==> config.mk <==
export PLATFORM = sky130hd
export DESIGN_NAME = sm3_hash_engine
export DESIGN_NICKNAME = d
export VERILOG_FILES = /design/src/rtl/sm3_pkg.sv /design/src/rtl/sm3_hash_engine.sv
export SDC_FILE = /design/constraint.sdc
export NUM_CORES = 2
export LEC_CHECK = 0
export BUFFER_PORTS_ARGS = -buffer_cell sky130_fd_sc_hd__clkbuf_2
export CORE_MARGIN = 4
export CORE_UTILIZATION = 60
export CTS_BUF_LIST = sky130_fd_sc_hd__clkbuf_16
export DETAILED_ROUTE_END_ITERATION = 10
export PLACE_DENSITY_LB_ADDON = 0.08
export RECOVER_POWER = 25
export SLEW_MARGIN = 20
export SYNTH_ARGS = -nofsm -noshare
export SYNTH_HDL_FRONTEND = slang
export SYNTH_SLANG_ARGS = --single-unit
==> constraint.sdc <==
create_clock -name clk -period 36.7 [get_ports clk]
set_input_delay 1.835 -clock clk [delete_from_list [all_inputs] [get_ports clk]]
set_output_delay 1.835 -clock clk [all_outputs]
set_load 0.005 [all_outputs]
==> src/rtl/sm3_pkg.sv <==
// sm3_pkg: constants, types and helper functions for the SM3 hash engine.
// Used by: sm3_hash_engine. No dependencies.

package sm3_pkg;

	localparam int LENGTH_BITS_DEF = 64;

	localparam logic [31:0] T_LOW  = 32'h79cc_4519;
	localparam logic [31:0] T_HIGH = 32'h7a87_9d8a;
	localparam logic [7:0]  PAD_BYTE = 8'h80;

	localparam logic [31:0] IV [8] = '{
		32'h7380_166f, 32'h4914_b2b9, 32'h1724_42d7, 32'hda8a_0600,
		32'ha96f_30bc, 32'h1631_38aa, 32'he38d_ee4d, 32'hb0fb_0e4e
	};

	typedef enum logic [2:0] {
		ST_IDLE,
		ST_PAD,
		ST_LOAD,
		ST_ROUND,
		ST_FOLD,
		ST_EMIT
	} state_t;

	// which compression is running
	typedef enum logic [1:0] {
		PH_DATA,
		PH_PAD1,
		PH_FINAL
	} phase_t;

	function automatic logic [31:0] rotl32(input logic [31:0] x, input logic [4:0] k);
		logic [63:0] t;
		t = {x, x} << k;
		return t[63:32];
	endfunction

	function automatic logic [31:0] perm0(input logic [31:0] x);
		return x ^ rotl32(x, 5'd9) ^ rotl32(x, 5'd17);
	endfunction

	function automatic logic [31:0] perm1(input logic [31:0] x);
		return x ^ rotl32(x, 5'd15) ^ rotl32(x, 5'd23);
	endfunction

endpackage

==> src/rtl/sm3_hash_engine.sv <==
// sm3_hash_engine: streaming SM3 hash, one message byte per transfer, 256-bit digest
// as eight word transfers. Depends on sm3_pkg.
//
//   channel | handshake           | payload
//   --------+---------------------+-----------------------------------------
//   input   | in_valid / in_ready | data_byte, byte_present, end_of_message
//   output  | out_valid/out_ready | digest_word, word_index, last_word
//
// Filling a block starts a compression: a load step, 64 rounds on the single round
// unit and a fold step, during which in_ready is low. End of message adds a pad step
// and one or two compressions, then eight output transfers, paced by out_ready.
// Reset loads the IV and clears buffer and length; no clearing pass.

module sm3_hash_engine #(
	parameter int LENGTH_BITS = sm3_pkg::LENGTH_BITS_DEF
) (
	input  logic        clk,
	input  logic        arst_n,
	input  logic        in_valid,
	output logic        in_ready,
	input  logic [7:0]  data_byte,
	input  logic        byte_present,
	input  logic        end_of_message,
	output logic        out_valid,
	input  logic        out_ready,
	output logic [31:0] digest_word,
	output logic [2:0]  word_index,
	output logic        last_word
);

	localparam logic [63:0] LenMask = 64'hFFFF_FFFF_FFFF_FFFF >> (64 - LENGTH_BITS);

	sm3_pkg::state_t state_q, state_d;
	sm3_pkg::phase_t phase_q;

	logic [31:0] cv_q [8];
	logic [31:0] buf_q [16];
	logic [63:0] count_q;
	logic        eom_q;
	logic [5:0]  round_q;
	logic [2:0]  idx_q;
	logic [31:0] win_q [16];
	logic [31:0] wr_q [8];

	logic        in_xfer, out_xfer;
	logic        blk_full;
	logic [5:0]  pos;
	logic [63:0] len_bits;
	logic [31:0] pad_buf [16];

	logic [31:0] a12, t_rot, ss1, ss2, ff, gg, tt1, tt2, w_new, wj, wpj;

	assign in_xfer  = in_valid & in_ready;
	assign out_xfer = out_valid & out_ready;
	assign blk_full = byte_present & (count_q[5:0] == 6'd63);
	assign pos      = count_q[5:0];
	assign len_bits = {count_q[60:0], 3'b000} & LenMask;

	// outputs
	always_comb begin
		in_ready  = (state_q == sm3_pkg::ST_IDLE);
		out_valid = (state_q == sm3_pkg::ST_EMIT);
	end

	assign digest_word = cv_q[idx_q];
	assign word_index  = idx_q;
	assign last_word   = (idx_q == 3'd7);

	// next state
	always_comb begin
		state_d = state_q;
		unique case (state_q)
			sm3_pkg::ST_IDLE: begin
				if (in_xfer) begin
					if (blk_full)
						state_d = sm3_pkg::ST_LOAD;
					else if (end_of_message)
						state_d = sm3_pkg::ST_PAD;
				end
			end
			sm3_pkg::ST_PAD:   state_d = sm3_pkg::ST_LOAD;
			sm3_pkg::ST_LOAD:  state_d = sm3_pkg::ST_ROUND;
			sm3_pkg::ST_ROUND: begin
				if (round_q == 6'd63)
					state_d = sm3_pkg::ST_FOLD;
			end
			sm3_pkg::ST_FOLD: begin
				unique case (phase_q)
					sm3_pkg::PH_DATA:  state_d = eom_q ? sm3_pkg::ST_PAD : sm3_pkg::ST_IDLE;
					sm3_pkg::PH_PAD1:  state_d = sm3_pkg::ST_LOAD;
					sm3_pkg::PH_FINAL: state_d = sm3_pkg::ST_EMIT;
					default:           state_d = sm3_pkg::ST_IDLE;
				endcase
			end
			sm3_pkg::ST_EMIT: begin
				if (out_xfer && idx_q == 3'd7)
					state_d = sm3_pkg::ST_IDLE;
			end
			default: state_d = sm3_pkg::ST_IDLE;
		endcase
	end

	// padded block: 0x80 at pos, zeros after; length when it fits
	always_comb begin
		for (int w = 0; w < 16; w++) begin
			for (int b = 0; b < 4; b++) begin
				if (6'(w * 4 + b) == pos)
					pad_buf[w][(3 - b) * 8 +: 8] = sm3_pkg::PAD_BYTE;
				else if (6'(w * 4 + b) > pos)
					pad_buf[w][(3 - b) * 8 +: 8] = 8'h00;
				else
					pad_buf[w][(3 - b) * 8 +: 8] = buf_q[w][(3 - b) * 8 +: 8];
			end
		end
		if (pos < 6'd56) begin
			pad_buf[14] = len_bits[63:32];
			pad_buf[15] = len_bits[31:0];
		end
	end

	// round unit
	always_comb begin
		a12   = sm3_pkg::rotl32(wr_q[0], 5'd12);
		t_rot = sm3_pkg::rotl32((round_q < 6'd16) ? sm3_pkg::T_LOW : sm3_pkg::T_HIGH,
			round_q[4:0]);
		ss1   = sm3_pkg::rotl32(a12 + wr_q[4] + t_rot, 5'd7);
		ss2   = ss1 ^ a12;
		if (round_q < 6'd16) begin
			ff = wr_q[0] ^ wr_q[1] ^ wr_q[2];
			gg = wr_q[4] ^ wr_q[5] ^ wr_q[6];
		end else begin
			ff = (wr_q[0] & wr_q[1]) | (wr_q[0] & wr_q[2]) | (wr_q[1] & wr_q[2]);
			gg = (wr_q[4] & wr_q[5]) | (~wr_q[4] & wr_q[6]);
		end
		wj    = win_q[0];
		wpj   = win_q[0] ^ win_q[4];
		tt1   = ff + wr_q[3] + ss2 + wpj;
		tt2   = gg + wr_q[7] + ss1 + wj;
		w_new = sm3_pkg::perm1(win_q[0] ^ win_q[7] ^ sm3_pkg::rotl32(win_q[13], 5'd15))
			^ sm3_pkg::rotl32(win_q[3], 5'd7) ^ win_q[10];
	end

	// control and message state
	always_ff @(posedge clk or negedge arst_n) begin
		if (!arst_n) begin
			state_q <= sm3_pkg::ST_IDLE;
			phase_q <= sm3_pkg::PH_DATA;
			eom_q   <= 1'b0;
			round_q <= '0;
			idx_q   <= '0;
			count_q <= '0;
			for (int i = 0; i < 8; i++)
				cv_q[i] <= sm3_pkg::IV[i];
			for (int i = 0; i < 16; i++)
				buf_q[i] <= '0;
		end else begin
			state_q <= state_d;
			unique case (state_q)
				sm3_pkg::ST_IDLE: begin
					if (in_xfer) begin
						eom_q   <= end_of_message;
						phase_q <= sm3_pkg::PH_DATA;
						if (byte_present) begin
							buf_q[count_q[5:2]][{~count_q[1:0], 3'b000} +: 8] <= data_byte;
							count_q <= count_q + 64'd1;
						end
					end
				end
				sm3_pkg::ST_PAD: begin
					for (int i = 0; i < 16; i++)
						buf_q[i] <= pad_buf[i];
					phase_q <= (pos < 6'd56) ? sm3_pkg::PH_FINAL : sm3_pkg::PH_PAD1;
				end
				sm3_pkg::ST_LOAD: round_q <= '0;
				sm3_pkg::ST_ROUND: round_q <= round_q + 6'd1;
				sm3_pkg::ST_FOLD: begin
					for (int i = 0; i < 8; i++)
						cv_q[i] <= cv_q[i] ^ wr_q[i];
					idx_q <= '0;
					if (phase_q == sm3_pkg::PH_PAD1) begin
						for (int i = 0; i < 14; i++)
							buf_q[i] <= '0;
						buf_q[14] <= len_bits[63:32];
						buf_q[15] <= len_bits[31:0];
						phase_q   <= sm3_pkg::PH_FINAL;
					end
				end
				sm3_pkg::ST_EMIT: begin
					if (out_xfer) begin
						idx_q <= idx_q + 3'd1;
						if (idx_q == 3'd7) begin
							for (int i = 0; i < 8; i++)
								cv_q[i] <= sm3_pkg::IV[i];
							for (int i = 0; i < 16; i++)
								buf_q[i] <= '0;
							count_q <= '0;
							eom_q   <= 1'b0;
						end
					end
				end
				default: ;
			endcase
		end
	end

	// working registers and W window (shifts one word per round)
	always_ff @(posedge clk) begin
		if (state_q == sm3_pkg::ST_LOAD) begin
			for (int i = 0; i < 16; i++)
				win_q[i] <= buf_q[i];
			for (int i = 0; i < 8; i++)
				wr_q[i] <= cv_q[i];
		end else if (state_q == sm3_pkg::ST_ROUND) begin
			for (int i = 0; i < 15; i++)
				win_q[i] <= win_q[i + 1];
			win_q[15] <= w_new;
			wr_q[0] <= tt1;
			wr_q[1] <= wr_q[0];
			wr_q[2] <= sm3_pkg::rotl32(wr_q[1], 5'd9);
			wr_q[3] <= wr_q[2];
			wr_q[4] <= sm3_pkg::perm0(tt2);
			wr_q[5] <= wr_q[4];
			wr_q[6] <= sm3_pkg::rotl32(wr_q[5], 5'd19);
			wr_q[7] <= wr_q[6];
		end
	end

endmodule
# After elaboration in Yosys (flattened, before gate mapping)
# Memories as Yosys holds them, arrays and structs flattened.
# Cells that the tools add are included.
# totals
output_inout_bits	38
register_bits	847
in_bits	14
n_memories	2
word_cells	650
mem_bits_rw	768
# op_classes
n_addsub	12
n_mux	200
bitwise	61
reduce_logical	80
shift	3
magnitude_cmp	69
eq_ne	145
# memory_table
name	words	width	read_ports	rd_clocked_by_memory_dff	write_ports	line_no	source
win_q	16	32	16	0	16	sm3_hash_engine.sv:42	logic [31:0] win_q [16];
wr_q	8	32	8	0	8	sm3_hash_engine.sv:43	logic [31:0] wr_q [8];
# op_table
operator	count
$mux 512	5
$pmux 512 s4	1
$mux 8	128
$mux 32	29
$xor 32x32->32	22
$bwmux 512	1
$mux 256	2
$pmux 256 s2	1
$reduce_and 7->1	64
$mux 64	5
$add 32x32->32	8
$eq 6x6->1 const A	32
$gt 6x6->1 const A	32
$ne 3x3->1 const B	56
$and 32x32->32	5
$demux 32 s4	1
$pmux 64 s2	1
$bmux 32 s3	1
$eq 5x6->1 const A	16
$gt 5x6->1 const A	16
$or 32x32->32	3
$add 64x1->64 const B	1
$shl 63x5->64	1
$eq 4x6->1 const A	8
other kinds (54)	131

# Longest topological paths before layout
# An unclocked memory read counts as a cell.
# depth
ltp_word	11
mapped_depth	41
mapped_depth_nobuf	37

# Least setup slack after synthesis
# Ideal clock, no wire load.
# synth_path
kind	register to register
startpoint	reg state_q[2]
endpoint	reg round_q[2]
setup_slack_ns	19.462
arrival_time_ns	16.988
n_path_buf	2
required_ns	36.450
synth_period_minus_slack_ns	17.238
stages_incl_launch_ff	9
setup_ns	0.250
cell_sequence	dfrtp_1 -> buf_6 -> clkbuf_1 -> nand2b_1 -> inv_1 -> nand2_1 -> o21ai_0 -> nand2_1 -> o21ai_0
# synth_via
elab_chain_cells	2
word_cells_on_any_way	4
cone_classes	eq/ne (2); mux (1); reduce/logical (1)
# synth_rtl
element	line_no	source
start: declaration	sm3_hash_engine.sv:33	sm3_pkg::state_t state_q, state_d;
start signal: assignment	sm3_hash_engine.sv:146	state_q <= sm3_pkg::ST_IDLE;
start signal: assignment	sm3_hash_engine.sv:157	state_q <= state_d;
$eq 3x2->1	sm3_hash_engine.sv:158	unique case (state_q)
$pmux 6 s2 or $reduce_bool 2->1 (tied branches)	n/a	
end signal: assignment	sm3_hash_engine.sv:175	sm3_pkg::ST_ROUND: round_q <= round_q + 6'd1;
end: declaration	sm3_hash_engine.sv:40	logic [5:0] round_q;
# Parallel ways exist; a longest one is shown, timed or not.
# A chain may end at the register's enable or synchronous reset.

==> results.md <==
- Status: complete, but fails checks
- Failing checks: max-capacitance violations, max-slew violations
- Max Fanout on Critical Path: 106
- Post-Route Utilization: 65.8%
- Critical path startpoint category: primary input
- Worst hold path stage count: 2
- Reg2reg start: state_q[2]
- Die area: 147,000 sq um
- Setup Skew: 0.0511 ns
- WL per Instance: 30.3 um
- Hold WC Path Type: register to register
- Final Max Slew Viols: 1,495
- Slowest stage delay, CP: 4.71 ns
- IO Count: 52
- Cell taking the most area after synthesis: edfxtp_1
- Root buf cell: clkbuf_16
- Post-route minimum period: 14.21 ns
- Synthesized cell area: 84,700 sq um
- Fin crit share: 38.7%
- H-tree Lvls: 4
- Area growth, synth to finish: 8.64%
- Total gr overflow: 0
- Crit-path slowest cell: clkbuf_1
- Largest net degree at the start of global routing: 198
- Syn avg cell area: 11.2 sq um
- WS Path Type: primary input to async pin
- RSZ-0062 raised after global routing: false
- TritonCTS clock tree: done
- Post-synthesis net count: 7,897
- DIE WIDTH: 384 um
- Crit-path most repeated cell: clkbuf_1
- Max Cap Viol: 16
- Starting Density: 60.6%
- Chip Height: 384 um
- Seq cells post-synth: 1,612
- Cells after synthesis: 7,589
- Clock tree buffer depth: 3
- Cells after DPL: 9,217
- Initial antenna violation count: 8
- RR Endpoint: win_q[0][242]
- Synth Warn #: 0
- Rel. slew slack: -595%
- Max Clk Rate: 0.0704 GHz
- Commonest cells post-synth: nand2_1, o21ai_0, edfxtp_1
- Family with the most delay on the worst path: buffers and inverters
- CTS Buf Count: 169
- Top FF cell, synth: edfxtp_1
- HPWL Detailed: 211,000 um
- Setup Total Neg Slack: 0 ns
- Number of global-route vias before repair: 59.7k
- Proportion of layout cells with a drive suffix above 1: 16.1%
- All-Layer GR Usage: 39.3%
- CTS hold repair buffers: 0
- CP Data Arrival Time: 12.45 ns
- Top-count cell post-synth: nand2_1
- Hold Path End: buf_q[480]
- Number of flops mapped to enable cells by yosys: 768
- Placeable Area: 140,000 sq um
- Fillers: 10.9k
- Slew @ Worst Pin: 10.42 ns
- Rows: 137
- First-pass GRT wire length: 419,000 um
- CTS resizes: 0
- R2r setup slk: 24.00 ns
- Area contributors post-synth: edfxtp_1, dfrtp_1, mux2_2
- CP Capture Type: async pin
- Post-synthesis sequential area ratio: 52.3%
- Worst EP required: 34.94 ns
- Share of the synthesized area in the top cell type: 27.2%
- Setup-failing EPs final: 0
- IO Port Bufs: 51
- Post-Route WL: 289,000 um
- Final hold vios: 0
- Placer Congestion: 1.02
- Initial DRC count: 6,916
- Drt pass-1 iters: 6
- Detailed-route via count: 61.1k
- Clock-pin slew on the worst setup and hold paths: 0.06 ns
- Final #Nets: 7,823
- Post-CTS Setup Inserts: 0
- # DRC: 0
- CTS Sinks: 1,612
- Post-route insts no fill: 9,544
- Logic depth of the worst register-to-register path: 3
- Buf+Inv Stages, Crit Path: 3
- Ys async rst share: 52.4%
- Post-route ant nets: 0
- Post-synth cell types: 95
- Skew-Pair Late Insertion Delay: 0.82 ns
- Vias per cell: 6.41
- CP cell instances: clkbuf_1 > clkbuf_1 > clkbuf_1
- HP Start: buf_q[480]
## stage by stage
| step | instance area (sq um) | worst slack (ns) | hold WS (ns) |
|---|---|---|---|
| after global placement | 86700 | 25.97 | 0.454 |
| after detailed placement | 86700 | 25.88 | 0.462 |
| after CTS | 92200 | 25.82 | 0.474 |
| after global routing | 92000 | 20.40 | 0.486 |
| final | 92100 | 22.49 | 0.473 |
| after floorplan | 84700 | 19.46 | 0.443 |
## per-layer routing
metal  GRT usage, %  wire [um]
met1           50.5     108000
met2           61.3     133000
met3           8.34      25500
met4           24.5      22900
met5              0         43
## cell usage in the layout, fill, tap and decap left out, drive strengths merged, types with 25 or more instances in the layout
| cell type | netlist | routed |
|---|---|---|
| dfrtp | 725 | 725 |
| o31ai | 54 | 54 |
| nor3 | 67 | 67 |
| xnor2 | 326 | 326 |
| a31oi | 27 | 27 |
| clkbuf | 340 | 232 |
| a22o | 65 | 65 |
| or3 | 25 | 25 |
| fa | 188 | 188 |
| a21oi | 335 | 335 |
| and3 | 144 | 144 |
| xor2 | 285 | 285 |
| clkinv | 2 | 74 |
| mux2 | 626 | 626 |
| ha | 106 | 106 |
| mux4 | 64 | 64 |
| nand2 | 1161 | 1161 |
| nor2 | 399 | 399 |
| and2 | 39 | 39 |
| nand4 | 27 | 27 |
| a31o | 28 | 28 |
| a21o | 54 | 54 |
| edfxtp | 768 | 768 |
| nand3 | 66 | 66 |
| buf | 46 | 78 |
| o21ai | 839 | 839 |
| a22oi | 33 | 33 |
| dfstp | 119 | 119 |
| mux2i | 68 | 68 |
| inv | 309 | 365 |
## cells by family (layout without fill, tap and decap cells)
family          after synthesis  in the layout  synth area share [%]
fa+ha+maj                   294            294                  6.01
other cells                   0              7                     0
compound gates             1610           1610                  11.1
buf+inv                     697            769                  3.13
flops                      1612           1612                  52.3
mux                         758            758                  10.8
simple gates               1999           1999                  10.1
xor+xnor                    619            619                  6.53
## worst register-to-register path, cell delays in order, from the launching register on
cell        delay (ns)
dfrtp_1           0.63
nand2b_1          0.37
clkinvlp_2        3.24
clkbuf_1          7.33
## final cells by class
type / count / area [sq um] / area share (%)
clock inverters: 148 / 1210 / 1.31
multi-input cells: 5280 / 37900 / 41.1
repair buffers: 141 / 897 / 0.975
diodes: 7 / 17.5 / 0.0190
well taps: 1876 / 2350 / 2.55
clock buffers: 169 / 4230 / 4.59
inverters: 311 / 1170 / 1.27
flip-flops and latches: 1612 / 44300 / 48.2
## worst max path at each step
stage / slack [ns] / cells after the start / endpoint / from
finish: 22.49 / 3 / word_index[0] / arst_n
global route: 20.40 / 3 / word_index[0] / arst_n
CTS: 25.82 / 36 / wr_q[2][8] / round_q[4]
detailed placement: 25.88 / 36 / wr_q[2][8] / round_q[4]
global placement: 25.97 / 36 / wr_q[2][8] / round_q[4]
floorplan: 19.46 / 8 / round_q[2] / state_q[2]
## registers in the layout, indices dropped and copies added (netlist names), named ones only
register / count
buf_q: 395
count_q: 61
cv_q: 256
eom_q: 1
phase_q: 2
round_q: 6
state_q: 3
win_q: 512
word_index: 3
wr_q: 256
Power is not shown: default switching activity piles up to over one toggle a cycle in this logic, so the estimate is an artifact.
